==> config.mk <==
export PLATFORM = sky130hd
export DESIGN_NAME = c_subset_lexer_top
export DESIGN_NICKNAME = d
export VERILOG_FILES = /design/src/rtl/csl_pkg.sv /design/src/rtl/csl_core.sv /design/src/rtl/csl_fifo.sv /design/src/rtl/c_subset_lexer_top.sv
export SDC_FILE = /design/constraint.sdc
export NUM_CORES = 1
export LEC_CHECK = 0
export BUFFER_PORTS_ARGS = -buffer_cell sky130_fd_sc_hd__buf_2
export CORE_ASPECT_RATIO = 0.8
export CORE_UTILIZATION = 45
export DETAILED_ROUTE_END_ITERATION = 16
export SKIP_LAST_GASP = 1
export SYNTH_ARGS = -nofsm -noshare
export SYNTH_HDL_FRONTEND = slang
export SYNTH_SLANG_ARGS = --single-unit
==> constraint.sdc <==
create_clock -name clock -period 5.8 [get_ports clock]
set_input_delay 1.16 -clock clock [delete_from_list [all_inputs] [get_ports clock]]
set_output_delay 1.16 -clock clock [all_outputs]
set_load 0.1 [all_outputs]
==> src/rtl/csl_pkg.sv <==
`timescale 1ns / 1ps
// Shared types, codes, tables and helper functions of the C subset lexer.
package csl_pkg;

   // Longest letter run kept for keyword matching, and columns added per tab.
   localparam int MAX_KEYWORD_LEN = 6;
   localparam int TAB_WIDTH       = 4;

   // Keyword table: text padded with zeros, and the length of each keyword.
   localparam int KW_COUNT    = 5;
   localparam int KW_TEXT_LEN = 6;
   localparam int KW_CMP_LEN  = (MAX_KEYWORD_LEN < KW_TEXT_LEN) ? MAX_KEYWORD_LEN : KW_TEXT_LEN;

   localparam logic [7:0] KW_TEXT [KW_COUNT][KW_TEXT_LEN] = '{
      '{8'h70, 8'h72, 8'h69, 8'h6E, 8'h74, 8'h66},   // printf
      '{8'h69, 8'h6E, 8'h74, 8'h00, 8'h00, 8'h00},   // int
      '{8'h66, 8'h6C, 8'h6F, 8'h61, 8'h74, 8'h00},   // float
      '{8'h64, 8'h6F, 8'h75, 8'h62, 8'h6C, 8'h65},   // double
      '{8'h76, 8'h6F, 8'h69, 8'h64, 8'h00, 8'h00}    // void
   };
   localparam int KW_LEN [KW_COUNT] = '{6, 3, 5, 6, 4};

   // Single-character symbols in detail-index order: { } [ ] ( ) ; , =
   localparam int SYM_COUNT = 9;
   localparam logic [7:0] SYM_TEXT [SYM_COUNT] = '{
      8'h7B, 8'h7D, 8'h5B, 8'h5D, 8'h28, 8'h29, 8'h3B, 8'h2C, 8'h3D
   };

   // Item function codes.
   localparam logic FUNC_BYTE = 1'b0;
   localparam logic FUNC_END  = 1'b1;

   // Token kind codes.
   localparam logic [2:0] KIND_KEYWORD = 3'd0;
   localparam logic [2:0] KIND_NUMBER  = 3'd1;
   localparam logic [2:0] KIND_IDENT   = 3'd2;
   localparam logic [2:0] KIND_LITERAL = 3'd3;
   localparam logic [2:0] KIND_SYMBOL  = 3'd4;
   localparam logic [2:0] KIND_ERROR   = 3'd5;

   // Result queue geometry.
   localparam int FIFO_DEPTH = 4;
   localparam int FIFO_PTR_W = $clog2(FIFO_DEPTH);
   localparam int FIFO_CNT_W = $clog2(FIFO_DEPTH + 1);

   typedef struct packed {
      logic       func;
      logic [7:0] source_byte;
   } req_type;

   typedef struct packed {
      logic [2:0]  token_kind;
      logic [7:0]  token_detail;
      logic [15:0] token_row;
      logic [15:0] token_column;
      logic [15:0] token_length;
      logic        last_of_run;
   } rsp_type;

   // Results of one processed item, in order: tok0 first, tok1 second.
   typedef struct packed {
      logic [1:0] count;
      rsp_type    tok0;
      rsp_type    tok1;
   } step_out_type;

   // Saturating 16-bit add.
   function automatic logic [15:0] sat_add16(input logic [15:0] a, input logic [15:0] d);
      logic [16:0] sum;
      sum = {1'b0, a} + {1'b0, d};
      return sum[16] ? 16'hFFFF : sum[15:0];
   endfunction

endpackage

==> src/rtl/csl_core.sv <==
`timescale 1ns / 1ps
// Scanner state registers and the single-pass step logic for one item.
module csl_core (
   input  logic                  clock,
   input  logic                  reset,
   input  logic                  step_en,
   input  csl_pkg::req_type      item,
   output csl_pkg::step_out_type step_out
);

   localparam logic [2:0] MODE_IDLE    = 3'd0;
   localparam logic [2:0] MODE_LETTERS = 3'd1;
   localparam logic [2:0] MODE_IDENT   = 3'd2;
   localparam logic [2:0] MODE_NUMBER  = 3'd3;
   localparam logic [2:0] MODE_LITERAL = 3'd4;

   localparam logic [7:0] CH_NUL   = 8'h00;
   localparam logic [7:0] CH_TAB   = 8'h09;
   localparam logic [7:0] CH_LF    = 8'h0A;
   localparam logic [7:0] CH_CR    = 8'h0D;
   localparam logic [7:0] CH_SPACE = 8'h20;
   localparam logic [7:0] CH_QUOTE = 8'h22;
   localparam logic [7:0] CH_UNDER = 8'h5F;

   logic [2:0]  mode_ff, mode_in;
   logic [7:0]  buf_ff [csl_pkg::MAX_KEYWORD_LEN];
   logic        ovf_ff, ovf_in;
   logic [15:0] len_ff, len_in;
   logic [15:0] srow_ff, srow_in;
   logic [15:0] scol_ff, scol_in;
   logic [15:0] row_ff, row_in;
   logic [15:0] col_ff, col_in;
   logic [csl_pkg::MAX_KEYWORD_LEN-1:0] buf_we;

   logic [7:0]  b;
   logic        is_alpha, is_digit, is_under, is_quote, is_space, is_sym;
   logic [7:0]  sym_idx;
   logic        kw_hit;
   logic [7:0]  kw_idx;
   logic        kw_eq;
   logic        pend_emit, do_fresh, fresh_emit;
   csl_pkg::rsp_type pend_tok, fresh_tok;

   assign b        = item.source_byte;
   assign is_alpha = (b >= 8'h61 && b <= 8'h7A) || (b >= 8'h41 && b <= 8'h5A);
   assign is_digit = (b >= 8'h30 && b <= 8'h39);
   assign is_under = (b == CH_UNDER);
   assign is_quote = (b == CH_QUOTE);
   assign is_space = (b == CH_SPACE) || (b == CH_TAB) || (b == CH_LF) ||
                     (b == CH_CR) || (b == CH_NUL);

   always_comb begin
      is_sym  = 1'b0;
      sym_idx = '0;
      for (int i = 0; i < csl_pkg::SYM_COUNT; i++) begin
         if (!is_sym && b == csl_pkg::SYM_TEXT[i]) begin
            is_sym  = 1'b1;
            sym_idx = 8'(i);
         end
      end
   end

   // Parallel compare of the letter buffer against every keyword; first hit wins.
   always_comb begin
      kw_hit = 1'b0;
      kw_idx = '0;
      kw_eq  = 1'b0;
      for (int k = 0; k < csl_pkg::KW_COUNT; k++) begin
         kw_eq = !ovf_ff && (len_ff == 16'(csl_pkg::KW_LEN[k])) &&
                 (csl_pkg::KW_LEN[k] <= csl_pkg::MAX_KEYWORD_LEN);
         for (int j = 0; j < csl_pkg::KW_CMP_LEN; j++) begin
            if (j < csl_pkg::KW_LEN[k] && buf_ff[j] != csl_pkg::KW_TEXT[k][j]) begin
               kw_eq = 1'b0;
            end
         end
         if (!kw_hit && kw_eq) begin
            kw_hit = 1'b1;
            kw_idx = 8'(k);
         end
      end
   end

   // Token that the pending run gives when it ends.
   always_comb begin
      pend_tok              = '0;
      pend_tok.token_row    = srow_ff;
      pend_tok.token_column = scol_ff;
      pend_tok.token_length = len_ff;
      case (mode_ff)
         MODE_LETTERS: begin
            pend_tok.token_kind   = kw_hit ? csl_pkg::KIND_KEYWORD : csl_pkg::KIND_IDENT;
            pend_tok.token_detail = kw_hit ? kw_idx : 8'd0;
         end
         MODE_IDENT:   pend_tok.token_kind = csl_pkg::KIND_IDENT;
         MODE_NUMBER:  pend_tok.token_kind = csl_pkg::KIND_NUMBER;
         MODE_LITERAL: pend_tok.token_kind = csl_pkg::KIND_LITERAL;
         default:      pend_tok.token_kind = csl_pkg::KIND_IDENT;
      endcase
   end

   always_comb begin
      mode_in    = mode_ff;
      ovf_in     = ovf_ff;
      len_in     = len_ff;
      srow_in    = srow_ff;
      scol_in    = scol_ff;
      row_in     = row_ff;
      col_in     = col_ff;
      buf_we     = '0;
      pend_emit  = 1'b0;
      do_fresh   = 1'b0;
      fresh_emit = 1'b0;
      fresh_tok  = '0;

      if (item.func == csl_pkg::FUNC_END) begin
         pend_emit = (mode_ff == MODE_LETTERS) || (mode_ff == MODE_IDENT) ||
                     (mode_ff == MODE_NUMBER) || (mode_ff == MODE_LITERAL);
         mode_in   = MODE_IDLE;
      end else begin
         if (b == CH_LF) begin
            col_in = '0;
            row_in = csl_pkg::sat_add16(row_ff, 16'd1);
         end else if (b == CH_TAB) begin
            col_in = csl_pkg::sat_add16(col_ff, 16'(csl_pkg::TAB_WIDTH));
         end else begin
            col_in = csl_pkg::sat_add16(col_ff, 16'd1);
         end

         case (mode_ff)
            MODE_LETTERS: begin
               if (is_alpha) begin
                  if (len_ff < 16'(csl_pkg::MAX_KEYWORD_LEN)) begin
                     for (int i = 0; i < csl_pkg::MAX_KEYWORD_LEN; i++) begin
                        buf_we[i] = (len_ff == 16'(i));
                     end
                  end else begin
                     ovf_in = 1'b1;
                  end
                  len_in = csl_pkg::sat_add16(len_ff, 16'd1);
               end else if ((is_digit || is_under) && !kw_hit) begin
                  mode_in = MODE_IDENT;
                  len_in  = csl_pkg::sat_add16(len_ff, 16'd1);
               end else begin
                  pend_emit = 1'b1;
                  do_fresh  = 1'b1;
               end
            end
            MODE_IDENT: begin
               if (is_alpha || is_digit || is_under) begin
                  len_in = csl_pkg::sat_add16(len_ff, 16'd1);
               end else begin
                  pend_emit = 1'b1;
                  do_fresh  = 1'b1;
               end
            end
            MODE_NUMBER: begin
               if (is_digit) begin
                  len_in = csl_pkg::sat_add16(len_ff, 16'd1);
               end else begin
                  pend_emit = 1'b1;
                  do_fresh  = 1'b1;
               end
            end
            MODE_LITERAL: begin
               if (is_quote) begin
                  pend_emit = 1'b1;
                  mode_in   = MODE_IDLE;
               end else begin
                  len_in = csl_pkg::sat_add16(len_ff, 16'd1);
               end
            end
            default: begin
               do_fresh = 1'b1;
            end
         endcase

         // The byte starts afresh: a new run, a one-byte token, or nothing.
         if (do_fresh) begin
            mode_in                = MODE_IDLE;
            fresh_tok.token_row    = row_in;
            fresh_tok.token_column = col_in;
            fresh_tok.token_length = 16'd1;
            if (is_alpha || is_digit || is_under || is_quote) begin
               ovf_in  = 1'b0;
               srow_in = row_in;
               scol_in = col_in;
               len_in  = is_quote ? 16'd0 : 16'd1;
               if (is_alpha) begin
                  mode_in   = MODE_LETTERS;
                  buf_we[0] = 1'b1;
               end else if (is_digit) begin
                  mode_in = MODE_NUMBER;
               end else if (is_under) begin
                  mode_in = MODE_IDENT;
               end else begin
                  mode_in = MODE_LITERAL;
               end
            end else if (is_sym) begin
               fresh_emit             = 1'b1;
               fresh_tok.token_kind   = csl_pkg::KIND_SYMBOL;
               fresh_tok.token_detail = sym_idx;
            end else if (!is_space) begin
               fresh_emit             = 1'b1;
               fresh_tok.token_kind   = csl_pkg::KIND_ERROR;
               fresh_tok.token_detail = b;
            end
         end
      end
   end

   always_comb begin
      step_out       = '0;
      step_out.count = {1'b0, pend_emit} + {1'b0, fresh_emit};
      step_out.tok0  = pend_emit ? pend_tok : fresh_tok;
      step_out.tok0.last_of_run = !(pend_emit && fresh_emit);
      step_out.tok1  = fresh_tok;
      step_out.tok1.last_of_run = 1'b1;
   end

   always_ff @(posedge clock) begin
      if (reset) begin
         mode_ff <= MODE_IDLE;
         ovf_ff  <= 1'b0;
         len_ff  <= '0;
         srow_ff <= 16'd1;
         scol_ff <= '0;
         row_ff  <= 16'd1;
         col_ff  <= '0;
      end else if (step_en) begin
         mode_ff <= mode_in;
         ovf_ff  <= ovf_in;
         len_ff  <= len_in;
         srow_ff <= srow_in;
         scol_ff <= scol_in;
         row_ff  <= row_in;
         col_ff  <= col_in;
      end
   end

   always_ff @(posedge clock) begin
      for (int i = 0; i < csl_pkg::MAX_KEYWORD_LEN; i++) begin
         if (step_en && buf_we[i]) begin
            buf_ff[i] <= b;
         end
      end
   end

endmodule

==> src/rtl/csl_fifo.sv <==
`timescale 1ns / 1ps
// Result queue that takes up to two tokens per cycle and hands out one per cycle while rsp_stall is low.
module csl_fifo (
   input  logic                  clock,
   input  logic                  reset,
   input  logic                  push_en,
   input  csl_pkg::step_out_type push_data,
   output logic                  room_for_two,
   output logic                  rsp_valid,
   input  logic                  rsp_stall,
   output csl_pkg::rsp_type      rsp_data
);

   csl_pkg::rsp_type mem_ff [csl_pkg::FIFO_DEPTH];
   logic [csl_pkg::FIFO_PTR_W-1:0] wr_ptr_ff, wr_ptr_in;
   logic [csl_pkg::FIFO_PTR_W-1:0] rd_ptr_ff, rd_ptr_in;
   logic [csl_pkg::FIFO_CNT_W-1:0] cnt_ff, cnt_in;
   logic [csl_pkg::FIFO_CNT_W-1:0] cnt_after_pop;
   logic [csl_pkg::FIFO_CNT_W-1:0] push_cnt;
   logic                           pop;

   assign rsp_valid     = (cnt_ff != '0);
   assign rsp_data      = mem_ff[rd_ptr_ff];
   assign pop           = rsp_valid && !rsp_stall;
   assign cnt_after_pop = cnt_ff - csl_pkg::FIFO_CNT_W'(pop);
   assign room_for_two  = (cnt_after_pop <= csl_pkg::FIFO_CNT_W'(csl_pkg::FIFO_DEPTH - 2));
   assign push_cnt      = push_en ? csl_pkg::FIFO_CNT_W'(push_data.count) : '0;

   always_comb begin
      cnt_in    = cnt_after_pop + push_cnt;
      wr_ptr_in = wr_ptr_ff + csl_pkg::FIFO_PTR_W'(push_cnt);
      rd_ptr_in = rd_ptr_ff + csl_pkg::FIFO_PTR_W'(pop);
   end

   always_ff @(posedge clock) begin
      if (reset) begin
         wr_ptr_ff <= '0;
         rd_ptr_ff <= '0;
         cnt_ff    <= '0;
      end else begin
         wr_ptr_ff <= wr_ptr_in;
         rd_ptr_ff <= rd_ptr_in;
         cnt_ff    <= cnt_in;
      end
   end

   always_ff @(posedge clock) begin
      if (push_cnt != '0) begin
         mem_ff[wr_ptr_ff] <= push_data.tok0;
      end
      if (push_cnt == csl_pkg::FIFO_CNT_W'(2)) begin
         mem_ff[wr_ptr_ff + csl_pkg::FIFO_PTR_W'(1)] <= push_data.tok1;
      end
   end

endmodule

==> src/rtl/c_subset_lexer_top.sv <==
`timescale 1ns / 1ps
// An item waits in the input register, then its tokens go to the result queue.
// Throughput: one item per cycle while the queue has room; the result port moves
// one token per cycle while rsp_stall is low, so items that give two tokens drain
// at that port's rate through a four-entry queue.
// Reset (synchronous, active high) empties the input register and result queue,
// sets the scanner idle and places the position at row 1, column 0.
module c_subset_lexer_top (
   input  logic             clock,
   input  logic             reset,
   input  logic             req_valid,
   output logic             req_stall,
   input  csl_pkg::req_type req_data,
   output logic             rsp_valid,
   input  logic             rsp_stall,
   output csl_pkg::rsp_type rsp_data
);

   // The input register holds one accepted item until the result queue has
   // room for the two tokens it may produce.
   csl_pkg::req_type     item_ff;
   logic                 item_vld_ff, item_vld_in;
   logic                 room_for_two;
   logic                 process;
   logic                 req_accept;
   csl_pkg::step_out_type step_out;

   // The held item is scanned in the same cycle that it leaves the register,
   // so a new transfer can be taken every cycle while the queue has room.
   assign process    = item_vld_ff && room_for_two;
   assign req_stall  = item_vld_ff && !room_for_two;
   assign req_accept = req_valid && !req_stall;

   always_comb begin
      item_vld_in = item_vld_ff;
      if (req_accept) begin
         item_vld_in = 1'b1;
      end else if (process) begin
         item_vld_in = 1'b0;
      end
   end

   always_ff @(posedge clock) begin
      if (reset) begin
         item_vld_ff <= 1'b0;
      end else begin
         item_vld_ff <= item_vld_in;
      end
   end

   always_ff @(posedge clock) begin
      if (req_accept) begin
         item_ff <= req_data;
      end
   end

   // Scanner: position tracking, token state and keyword/symbol matching.
   csl_core u_core (
      .clock    (clock),
      .reset    (reset),
      .step_en  (process),
      .item     (item_ff),
      .step_out (step_out)
   );

   // Result queue: pushes zero, one or two tokens, pops one per transfer.
   csl_fifo u_fifo (
      .clock        (clock),
      .reset        (reset),
      .push_en      (process),
      .push_data    (step_out),
      .room_for_two (room_for_two),
      .rsp_valid    (rsp_valid),
      .rsp_stall    (rsp_stall),
      .rsp_data     (rsp_data)
   );

endmodule
Word level (Yosys, flattened, before mapping):

Memories as Yosys holds them, arrays and structs flattened. A register that Yosys moved wholly into a read port is not among the register bits.
Cells that the tools add are included.

* register bits after elaboration: 101
* latch bits: 0
* bits in writable memories: 288
* ROM bits: 0
* memories: 2

* add/subtract/negate cells: 10
* multipliers: 0
* divide/modulo/power cells: 0
* $lt $le $gt $ge: 8
* equal/unequal tests: 50
* shift operators: 0
* mux-type cells: 147
* bitwise operators: 1
* reductions and logical operators: 75

Memory list
* u_fifo.mem_ff: words 4, width 60, read ports 1, clocked after Yosys merged registers in 1, wr ports 2, line csl_fifo.sv:14 `csl_pkg::rsp_type mem_ff [csl_pkg::FIFO_DEPTH];`
* u_core.buf_ff: words 6, width 8, read ports 6, clocked after Yosys merged registers in 0, wr ports 1, line csl_core.sv:26 `logic [7:0] buf_ff [csl_pkg::MAX_KEYWORD_LEN];`

Operators with widths (number)
* 16-bit two-way mux: 14
* 8-bit by 7-bit inequality test with 1-bit output (second input constant): 21
* 8-bit two-way mux: 17
* 59-bit two-way mux: 2
* 1-bit two-way mux: 84
* 16-bit case mux with 4 select lines: 1
* 60-bit two-way mux: 1
* 8-bit by 6-bit equality test with 1-bit output (second input constant): 7
* 16-bit by 1-bit adder with 17-bit output (second input constant): 3
* 16-bit by 3-bit equality test with 1-bit output (second input constant): 3
* 3-bit two-way mux: 14
* 8-bit by 7-bit equality test with 1-bit output (second input constant): 5
* 8-bit OR reduction: 5
* 11-bit two-way mux: 3
* 16-bit by 2-bit equality test with 1-bit output (second input constant): 2
* 1-bit logical AND: 31
* 8-bit by 4-bit equality test with 1-bit output (second input constant): 3
* 6-bit two-way mux: 4
* 1-bit logical NOT: 18
* 16-bit by 3-bit adder with 17-bit output (second input constant): 1
* 16-bit by 1-bit equality test with 1-bit output (second input constant): 1
* 8-bit by 7-bit >= comparator with 1-bit output (second input constant): 2
* 8-bit by 7-bit <= comparator with 1-bit output (second input constant): 2
* 16-bit logical NOT: 1
* other kinds (28): 46

Depth between registers and ports, before layout:

Gate-level depths: netlist (run 1).

* word-level depth: 38
* mapped depth: 21
* depth with buffers taken out: 16

Cells and area by module:

A second synthesis (run 1) with hierarchy kept.

* cells, all modules: 1563
* area, all modules: 20434.6 sq um

Modules (own cells, without submodules)
* csl_fifo: times used 1, cells each 638, area each 12219.2 sq um, seq. area each 7347.0 sq um
* csl_core: times used 1, cells each 911, area each 7888.8 sq um, seq. area each 3123.0 sq um
* c_subset_lexer_top: times used 1, cells each 14, area each 326.6 sq um, seq. area each 290.3 sq um

Worst setup path before layout (run 1):

No wires, ideal clock.

* kind: register to register
* from: register item_ff[0] (netlist name)
* to: memory u_fifo.mem_ff[1][17] (netlist name), enable pin
* arrival: 4.339 ns
* data required time: 5.402 ns
* path slack: 1.063 ns
* stages on the path, launching flop included: 16
* buffers on the path: 2
* cells stage by stage: edfxtp_1 > or3_1 > o32ai_2 > o21ai_2 > a31oi_1 > nor3_4 > a21o_1 > clkbuf_1 > or2_1 > inv_1 > ha_1 > buf_4 > nand2b_1 > a21oi_1 > nand2_1 > inv_1

RTL lines
* from (decl): line c_subset_lexer_top.sv:21 `csl_pkg::req_type item_ff;`
* from (signal assigned): line c_subset_lexer_top.sv:53 `item_ff <= req_data;`
* to (decl): line csl_fifo.sv:14

==> impl_metrics.tcl, run 1 <==
set metrics [dict create \
    power_switching_share_pct 35.2 \
    hold_violations 0 \
    cp_slowest_stage_delay_ns 0.70 \
    crit_buf_inv 1 \
    viasPerCell 6.17 \
    port_buffers 74 \
    total_power_w 0.00769 \
    yosysTopAreaCellShare_pct 37.4 \
    clkPwrFrac_pct 33.6 \
    gp_congestion 0.923 \
    final_common_cell "edfxtp_1" \
    tns_ns 0 \
    vias 13300 \
    grt_pass1_wl_mm 77.2 \
    yosysWarnings 0 \
    dr.first_iter.drc_count 1464 \
    clockBufferDepth 3 \
    power.leakage_nw 6.91 \
    final_core_util_pct 51.7 \
    async_flop_share_pct 0 \
    setup_viol 0 \
    crit_path_cell_trace "o21ai_0 > a21oi_1 > o21ai_0 > a31oi_1 > nor3_4 > a21o_1 > or2_1 > inv_1 > ha_1 > o21ai_0 > nor3_1 > o21ai_1 > and2_1 > o31ai_1" \
    maxCapViolations 0 \
    power.switching_w 0.00271 \
    drc_errors 0 \
    ir_worst_vdd_v 0.000220 \
    drive_above_1_share_pct 17.6 \
    multi_input_area_um2 7750 \
    hp-class "flip-flop to flip-flop" \
    start_util_pct 46.2 \
    fp-row-count 65 \
    post_cts_buffers 0 \
    crit_required_ns 6.15 \
    pwr-share-seq_pct 40.9 \
    cpMaxStageDelayCell "edfxtp_1" \
    rsz0062_at_grt "false" \
    critPathTopFamily "compound AO/OA/AOI/OAI gates" \
    tritoncts "built" \
    core_area_um2 39900 \
    ctsRootBufferMaster "clkbuf_16" \
    synth_top_area_cell "edfxtp_1" \
    fillers 3458 \
    num_antenna_cells 0 \
    cp.arrival_ns 5.79 \
    ys_seq_area_share_pct 54.8 \
    avgSynthCellArea_um2 12.0 \
    register_area_um2 10100 \
    grt_antenna_before_repair 0 \
    cp_common_cell "o21ai_0" \
    dp_slack_ns 0.477 \
    comb_power_share_pct 25.5 \
    drtPass1Iterations 5 \
    syn-cell-area_um2 18400 \
    die_y_um 183 \
    fin_crit_ns 5.44 \
    top_level_ports 75 \
    layout_common_cells "edfxtp_1, a22o_1, dfxtp_1" \
    worst_slew_pin_slew_ns 1.11 \
    slew_headroom_pct 26.1 \
    synthTopCellsByArea "edfxtp_1, dfxtp_1, a22o_1, mux4_2, nand2_1" \
    clock_latency_ns 0.55 \
    critPathKind "flip-flop to flip-flop" \
    die-area_um2 41700 \
    synth_nets 1561 \
    ant_nets 0 \
    h-tree-depth 2 \
    fmax_ghz 0.184 \
    fin_skew_ns 0.0204 \
    synth_edf_count 229 \
    grt_overflow 0 \
    maxSlewViolCount 0 \
    die_w_um 228 \
    area_delta_synth_final_pct 12.0 \
    rr_endpoint "u_fifo.mem_ff[0][44]$_DFFE_PP_" \
    dpl.hpwl_mm 31.2 \
    run_status "finished clean" \
    setup_ws_ns 0.360 \
    drt-wirelength-per-cell_um 23.0 \
    min_path_cells 2 \
    synth_seq_cells 389 \
    rr_worst_depth 14 \
    grt_pass1_vias 12900 \
    p_per_area_nw_per_um2 373 \
    crit_fanout 22 \
    synthFlopType "edfxtp_1" \
    worst_setup_path_end_kind "flip-flop" \
    rrSetupSlack_ns 0.36 \
    cts.sinks 389 \
    r2r-start "item_ff[1]$_DFFE_PP_" \
    internal_power_w 0.00498 \
    hold_start "u_fifo.mem_ff[3][58]$_SDFFE_PP0N_" \
    path_clk_slew_ns 0.06 \
    synth_cell_type_count 93 \
    grt_use_total_pct 23.8 \
    ctsResizeCount 0 \
    holdPathEnd "u_fifo.mem_ff[3][58]$_SDFFE_PP0N_" \
    fin_nets 1606 \
    crit_path_start_kind "flip-flop" \
    fin_crit_sh_pct 93.8 \
    syn_inst 1534 \
    grt_max_degree 88 \
    numCtsBuffers 41 \
    finalWirelength_mm 49.5 \
    postCtsHoldBufs 0 \
]
## worst register-to-register path, delay by kind of cell (launching register included)
kind / cells / cell delay (ns)
flops: 1 / 0.70
fa+ha+maj: 1 / 0.45
compound gates: 8 / 2.44
buf+inv: 1 / 0.08
simple gates: 4 / 1.60
## final cells by class
cell class | count | area share (%)
Sequential cell | 389 | 48.9
Multi-Input combinational cell | 1008 | 37.6
Clock buffer | 56 | 5.46
Timing Repair Buffer | 118 | 3.46
Tap cell | 536 | 3.25
Clock inverter | 20 | 0.899
Inverter | 21 | 0.383
## power by group through the flow
stage	combinational, W	sequential, W	clock (W)
after CTS	0.00197	0.00315	0.00263
after global routing	0.00204	0.00317	0.00275
after floorplan	0.00164	0.00313	0
after global placement	0.00196	0.00321	0
final	0.00196	0.00315	0.00258
after detailed placement	0.00197	0.00321	0
## state kept, by name, summed over array words and instances (netlist names)
| signal | count |
|---|---|
| item_vld_ff | 1 |
| u_fifo.wr_ptr_ff | 2 |
| u_core.scol_ff | 16 |
| u_core.buf_ff | 48 |
| u_fifo.cnt_ff | 3 |
| u_core.row_ff | 16 |
| item_ff | 9 |
| u_fifo.rd_ptr_ff | 2 |
| u_core.col_ff | 16 |
| u_core.srow_ff | 16 |
| u_core.len_ff | 16 |
| u_fifo.mem_ff | 240 |
| u_core.mode_ff | 3 |
| u_core.ovf_ff | 1 |
## how the worst max path moves through the flow
stage                         start                             end  slack (ns)  cells past startpoint
2_1_floorplan  item_ff[0]$_DFFE_PP_  u_fifo.mem_ff[1][17]$_DFFE_PP_        1.06                     15
5_1_grt        item_ff[1]$_DFFE_PP_  u_fifo.mem_ff[0][40]$_DFFE_PP_        0.01                     14
3_5_place_dp   item_ff[1]$_DFFE_PP_  u_fifo.mem_ff[0][44]$_DFFE_PP_        0.48                     14
3_3_place_gp   item_ff[1]$_DFFE_PP_  u_fifo.mem_ff[0][44]$_DFFE_PP_        0.60                     14
4_1_cts        item_ff[1]$_DFFE_PP_  u_fifo.mem_ff[0][26]$_DFFE_PP_        0.47                     15
6_report       item_ff[1]$_DFFE_PP_  u_fifo.mem_ff[0][44]$_DFFE_PP_        0.36                     14
## routing by layer
metal | GRT usage (%) | up-vias | routed length, µm
met5 | 0 | - | 0
met4 | 7.14 | 0 | 1150
met3 | 3.51 | 70 | 3140
met2 | 35.9 | 472 | 21700
met1 | 35.4 | 6615 | 23600
li1 | - | 6103 | -
## metrics by stage
stage                     instance area (µm²)  hold WS, ns  cells
after global placement                  19300        0.451   2072
after global routing                    20600        0.483   2148
after detailed placement                19300        0.455   2072
after floorplan                         18400        0.420   1534
final                                   20600        0.466   2148
after CTS                               20600        0.469   2148
## cell families after synthesis
kind of cell,synth area share [%]
AO/OA/AOI/OAI,17.5
flip-flops,54.8
adder cells (fa/ha/maj),0.993
multiplexers,8.66
AND/OR/NAND/NOR,13.7
buffers and inverters,3.41
XOR/XNOR,1.00
## cells in the mapped netlist, types with 15 or more instances
library cell,number
nand2b_1,16
nor4_1,15
buf_2,33
and2_1,15
a21oi_1,56
inv_1,20
nor3_1,36
a31oi_1,16
o21ai_0,34
nand3_1,43
a22o_1,177
xnor2_1,17
a211oi_1,19
nand4_1,17
nor2_1,110
clkbuf_1,64
dfxtp_1,160
edfxtp_1,229
mux4_2,60
o22ai_1,16
nand2_1,117
mux2i_1,23
(Power assumes the default switching activity.)
==> inputs of run 2 (changes only) <==
BUFFER_PORTS_ARGS = unset   (was -buffer_cell sky130_fd_sc_hd__buf_2)
DONT_BUFFER_PORTS = 1   (was unset)
==> run 2 against run 1 <==
  * Worst hold slack better by 0.0024 ns
  * Routed wire length rose by 1.0%
  * Largest power group unchanged
  * Highest routed layer unchanged
  * Sequential power barely moved
  * Final area decreased by 1.8%
==> impl_metrics.tcl, run 2 (same netlist as run 1, synthesis figures left out) <==
set metrics [dict create \
    tritoncts "built" \
    grt_max_degree 90 \
    grt_pass1_vias 12900 \
    fp-row-count 65 \
    crit_end "u_fifo.mem_ff[3][48]$_DFFE_PP_" \
    drt-wirelength-per-cell_um 24.1 \
    final_common_cell "edfxtp_1" \
    vias 13100 \
    h-tree-depth 2 \
    largest_reg_flops 240 \
    grt_overflow 0 \
    p_per_area_nw_per_um2 374 \
    hp-class "flip-flop to flip-flop" \
    setup_viol 0 \
    clockBufferDepth 3 \
    fmax_ghz 0.190 \
    start_util_pct 46.2 \
    fillers 3517 \
    grt_pass1_wl_mm 78.1 \
    dpl.hpwl_mm 31.9 \
    final_cell_area_um2 20200 \
    ir_worst_vdd_v 0.000235 \
    placed_cell_area_um2 19000 \
    port_buffers 0 \
    top_register "u_fifo.mem_ff" \
    rr_endpoint "u_fifo.mem_ff[3][48]$_DFFE_PP_" \
    worst_setup_path_end_kind "flip-flop" \
    worst_slew_pin_slew_ns 1.25 \
    die_w_um 228 \
    postCtsHoldBufs 0 \
    ant_nets 0 \
    fin_nets 1532 \
    fin_crit_sh_pct 90.9 \
    ctsRootBufferMaster "clkbuf_16" \
    ctsResizeCount 0 \
    rsz0062_at_grt "false" \
    reg.largest.list "u_fifo.mem_ff: 240 flops, u_core.buf_ff: 48 flops" \
    crit_fanout 21 \
    drc_errors 0 \
    total_power_w 0.00756 \
    cts.sinks 389 \
    rr_worst_depth 14 \
    critPathLaunch "item_ff[3]$_DFFE_PP_" \
    power.leakage_nw 6.61 \
    num_antenna_cells 0 \
    numCtsBuffers 41 \
    grt_use_total_pct 24.1 \
    critPathKind "flip-flop to flip-flop" \
    tns_ns 0 \
    hold_violations 0 \
    finalWirelength_mm 50.0 \
    die-area_um2 41700 \
    cp.arrival_ns 5.68 \
    top_level_ports 75 \
    register_area_um2 10100 \
    run_status "finished clean" \
    slew_headroom_pct 15.9 \
    gp_congestion 0.924 \
    rrSetupSlack_ns 0.53 \
    drive_above_1_share_pct 13.7 \
    die_y_um 183 \
    path_clk_slew_ns 0.06 \
    drtPass1Iterations 5 \
    area_delta_synth_final_pct 9.96 \
    post_cts_buffers 0 \
    crit_path_start_kind "flip-flop" \
    viasPerCell 6.31 \
    fin_skew_ns 0.0314 \
    maxSlewViolCount 0 \
    multi_input_area_um2 7750 \
    clock_latency_ns 0.57 \
    dr.first_iter.drc_count 1243 \
    layout_common_cells "edfxtp_1, a22o_1, dfxtp_1" \
    r2r-start "item_ff[3]$_DFFE_PP_" \
    layout.cells.non_filler 2071 \
    fin_crit_ns 5.27 \
    numPlacedInstances 1998 \
    final_core_util_pct 50.8 \
    grt_antenna_before_repair 0 \
    crit_required_ns 6.21 \
    maxCapViolations 0 \
    core_area_um2 39900 \
]
==> run 2: cell count changes in the layout (fill, tap and decap cells not counted), moves of 2 or more <==
cell        change
clkinvlp_4      -2
buf_2          -74
clkinvlp_2      -2
clkbuf_8        +3
clkbuf_1        -4
buf_12          +2
buf_4           -2
==> run 2: how the worst min path moves through the flow <==
stage / start / end / slack, ns / cells after the start
2_1_floorplan: u_fifo.mem_ff[3][58]$_SDFFE_PP0N_ / u_fifo.mem_ff[3][58]$_SDFFE_PP0N_ / 0.42 / 2
3_3_place_gp: u_fifo.mem_ff[2][0]$_SDFFE_PP1P_ / u_fifo.mem_ff[2][0]$_SDFFE_PP1P_ / 0.44 / 1
3_5_place_dp: u_fifo.mem_ff[2][0]$_SDFFE_PP1P_ / u_fifo.mem_ff[2][0]$_SDFFE_PP1P_ / 0.45 / 1
4_1_cts: u_fifo.mem_ff[2][0]$_SDFFE_PP1P_ / u_fifo.mem_ff[2][0]$_SDFFE_PP1P_ / 0.46 / 1
5_1_grt: u_fifo.mem_ff[3][7]$_SDFFE_PP0N_ / u_fifo.mem_ff[3][7]$_SDFFE_PP0N_ / 0.49 / 1
6_report: u_fifo.mem_ff[1][0]$_SDFFE_PP1P_ / u_fifo.mem_ff[1][0]$_SDFFE_PP1P_ / 0.47 / 1
==> run 2: worst max-delay path, stage by stage (launching register included) <==
cell and delay (ns):
edfxtp_1 0.74, o21ai_0 0.34, a21oi_1 0.42, o21ai_0 0.20
a31oi_1 0.56, nor3_4 0.12, a21o_1 0.40, or2_1 0.41
inv_1 0.10, ha_1 0.27, nand2_1 0.27, or3_1 0.45
a211oi_4 0.24, buf_4 0.37, a22o_1 0.21
==> run 2: where the power goes <==
group          switching (W)  total (W)  leakage, nW  internal [W]
sequential          0.000132    0.00316         3.39       0.00303
clock                0.00109    0.00255        0.634       0.00146
combinational        0.00146    0.00184         2.58      0.000385
total                0.00268    0.00756         6.61       0.00487
==> run 2: routing by layer <==
metal	part of all wire, %	vias up	global-route usage [%]
li1	-	5955	-
met1	45	6521	34.3
met2	44	481	36.4
met3	7.5	102	5.05
met4	3.0	0	8.48
met5	0	-	0
==> run 2: final cells by class <==
| cell class | count | area share (%) |
|---|---|---|
| repair buffers | 44 | 1.82 |
| clock buffers | 55 | 5.59 |
| flip-flops and latches | 389 | 49.8 |
| well taps | 536 | 3.31 |
| inverters | 21 | 0.390 |
| multi-input cells | 1008 | 38.3 |
| clock inverters | 18 | 0.742 |
==> run 2: through the flow <==
stage,hold slack [ns],setup WS [ns]
2_1_floorplan,0.420,1.06
3_3_place_gp,0.442,0.747
3_5_place_dp,0.452,0.649
4_1_cts,0.464,0.617
5_1_grt,0.487,0.0614
6_report,0.468,0.530
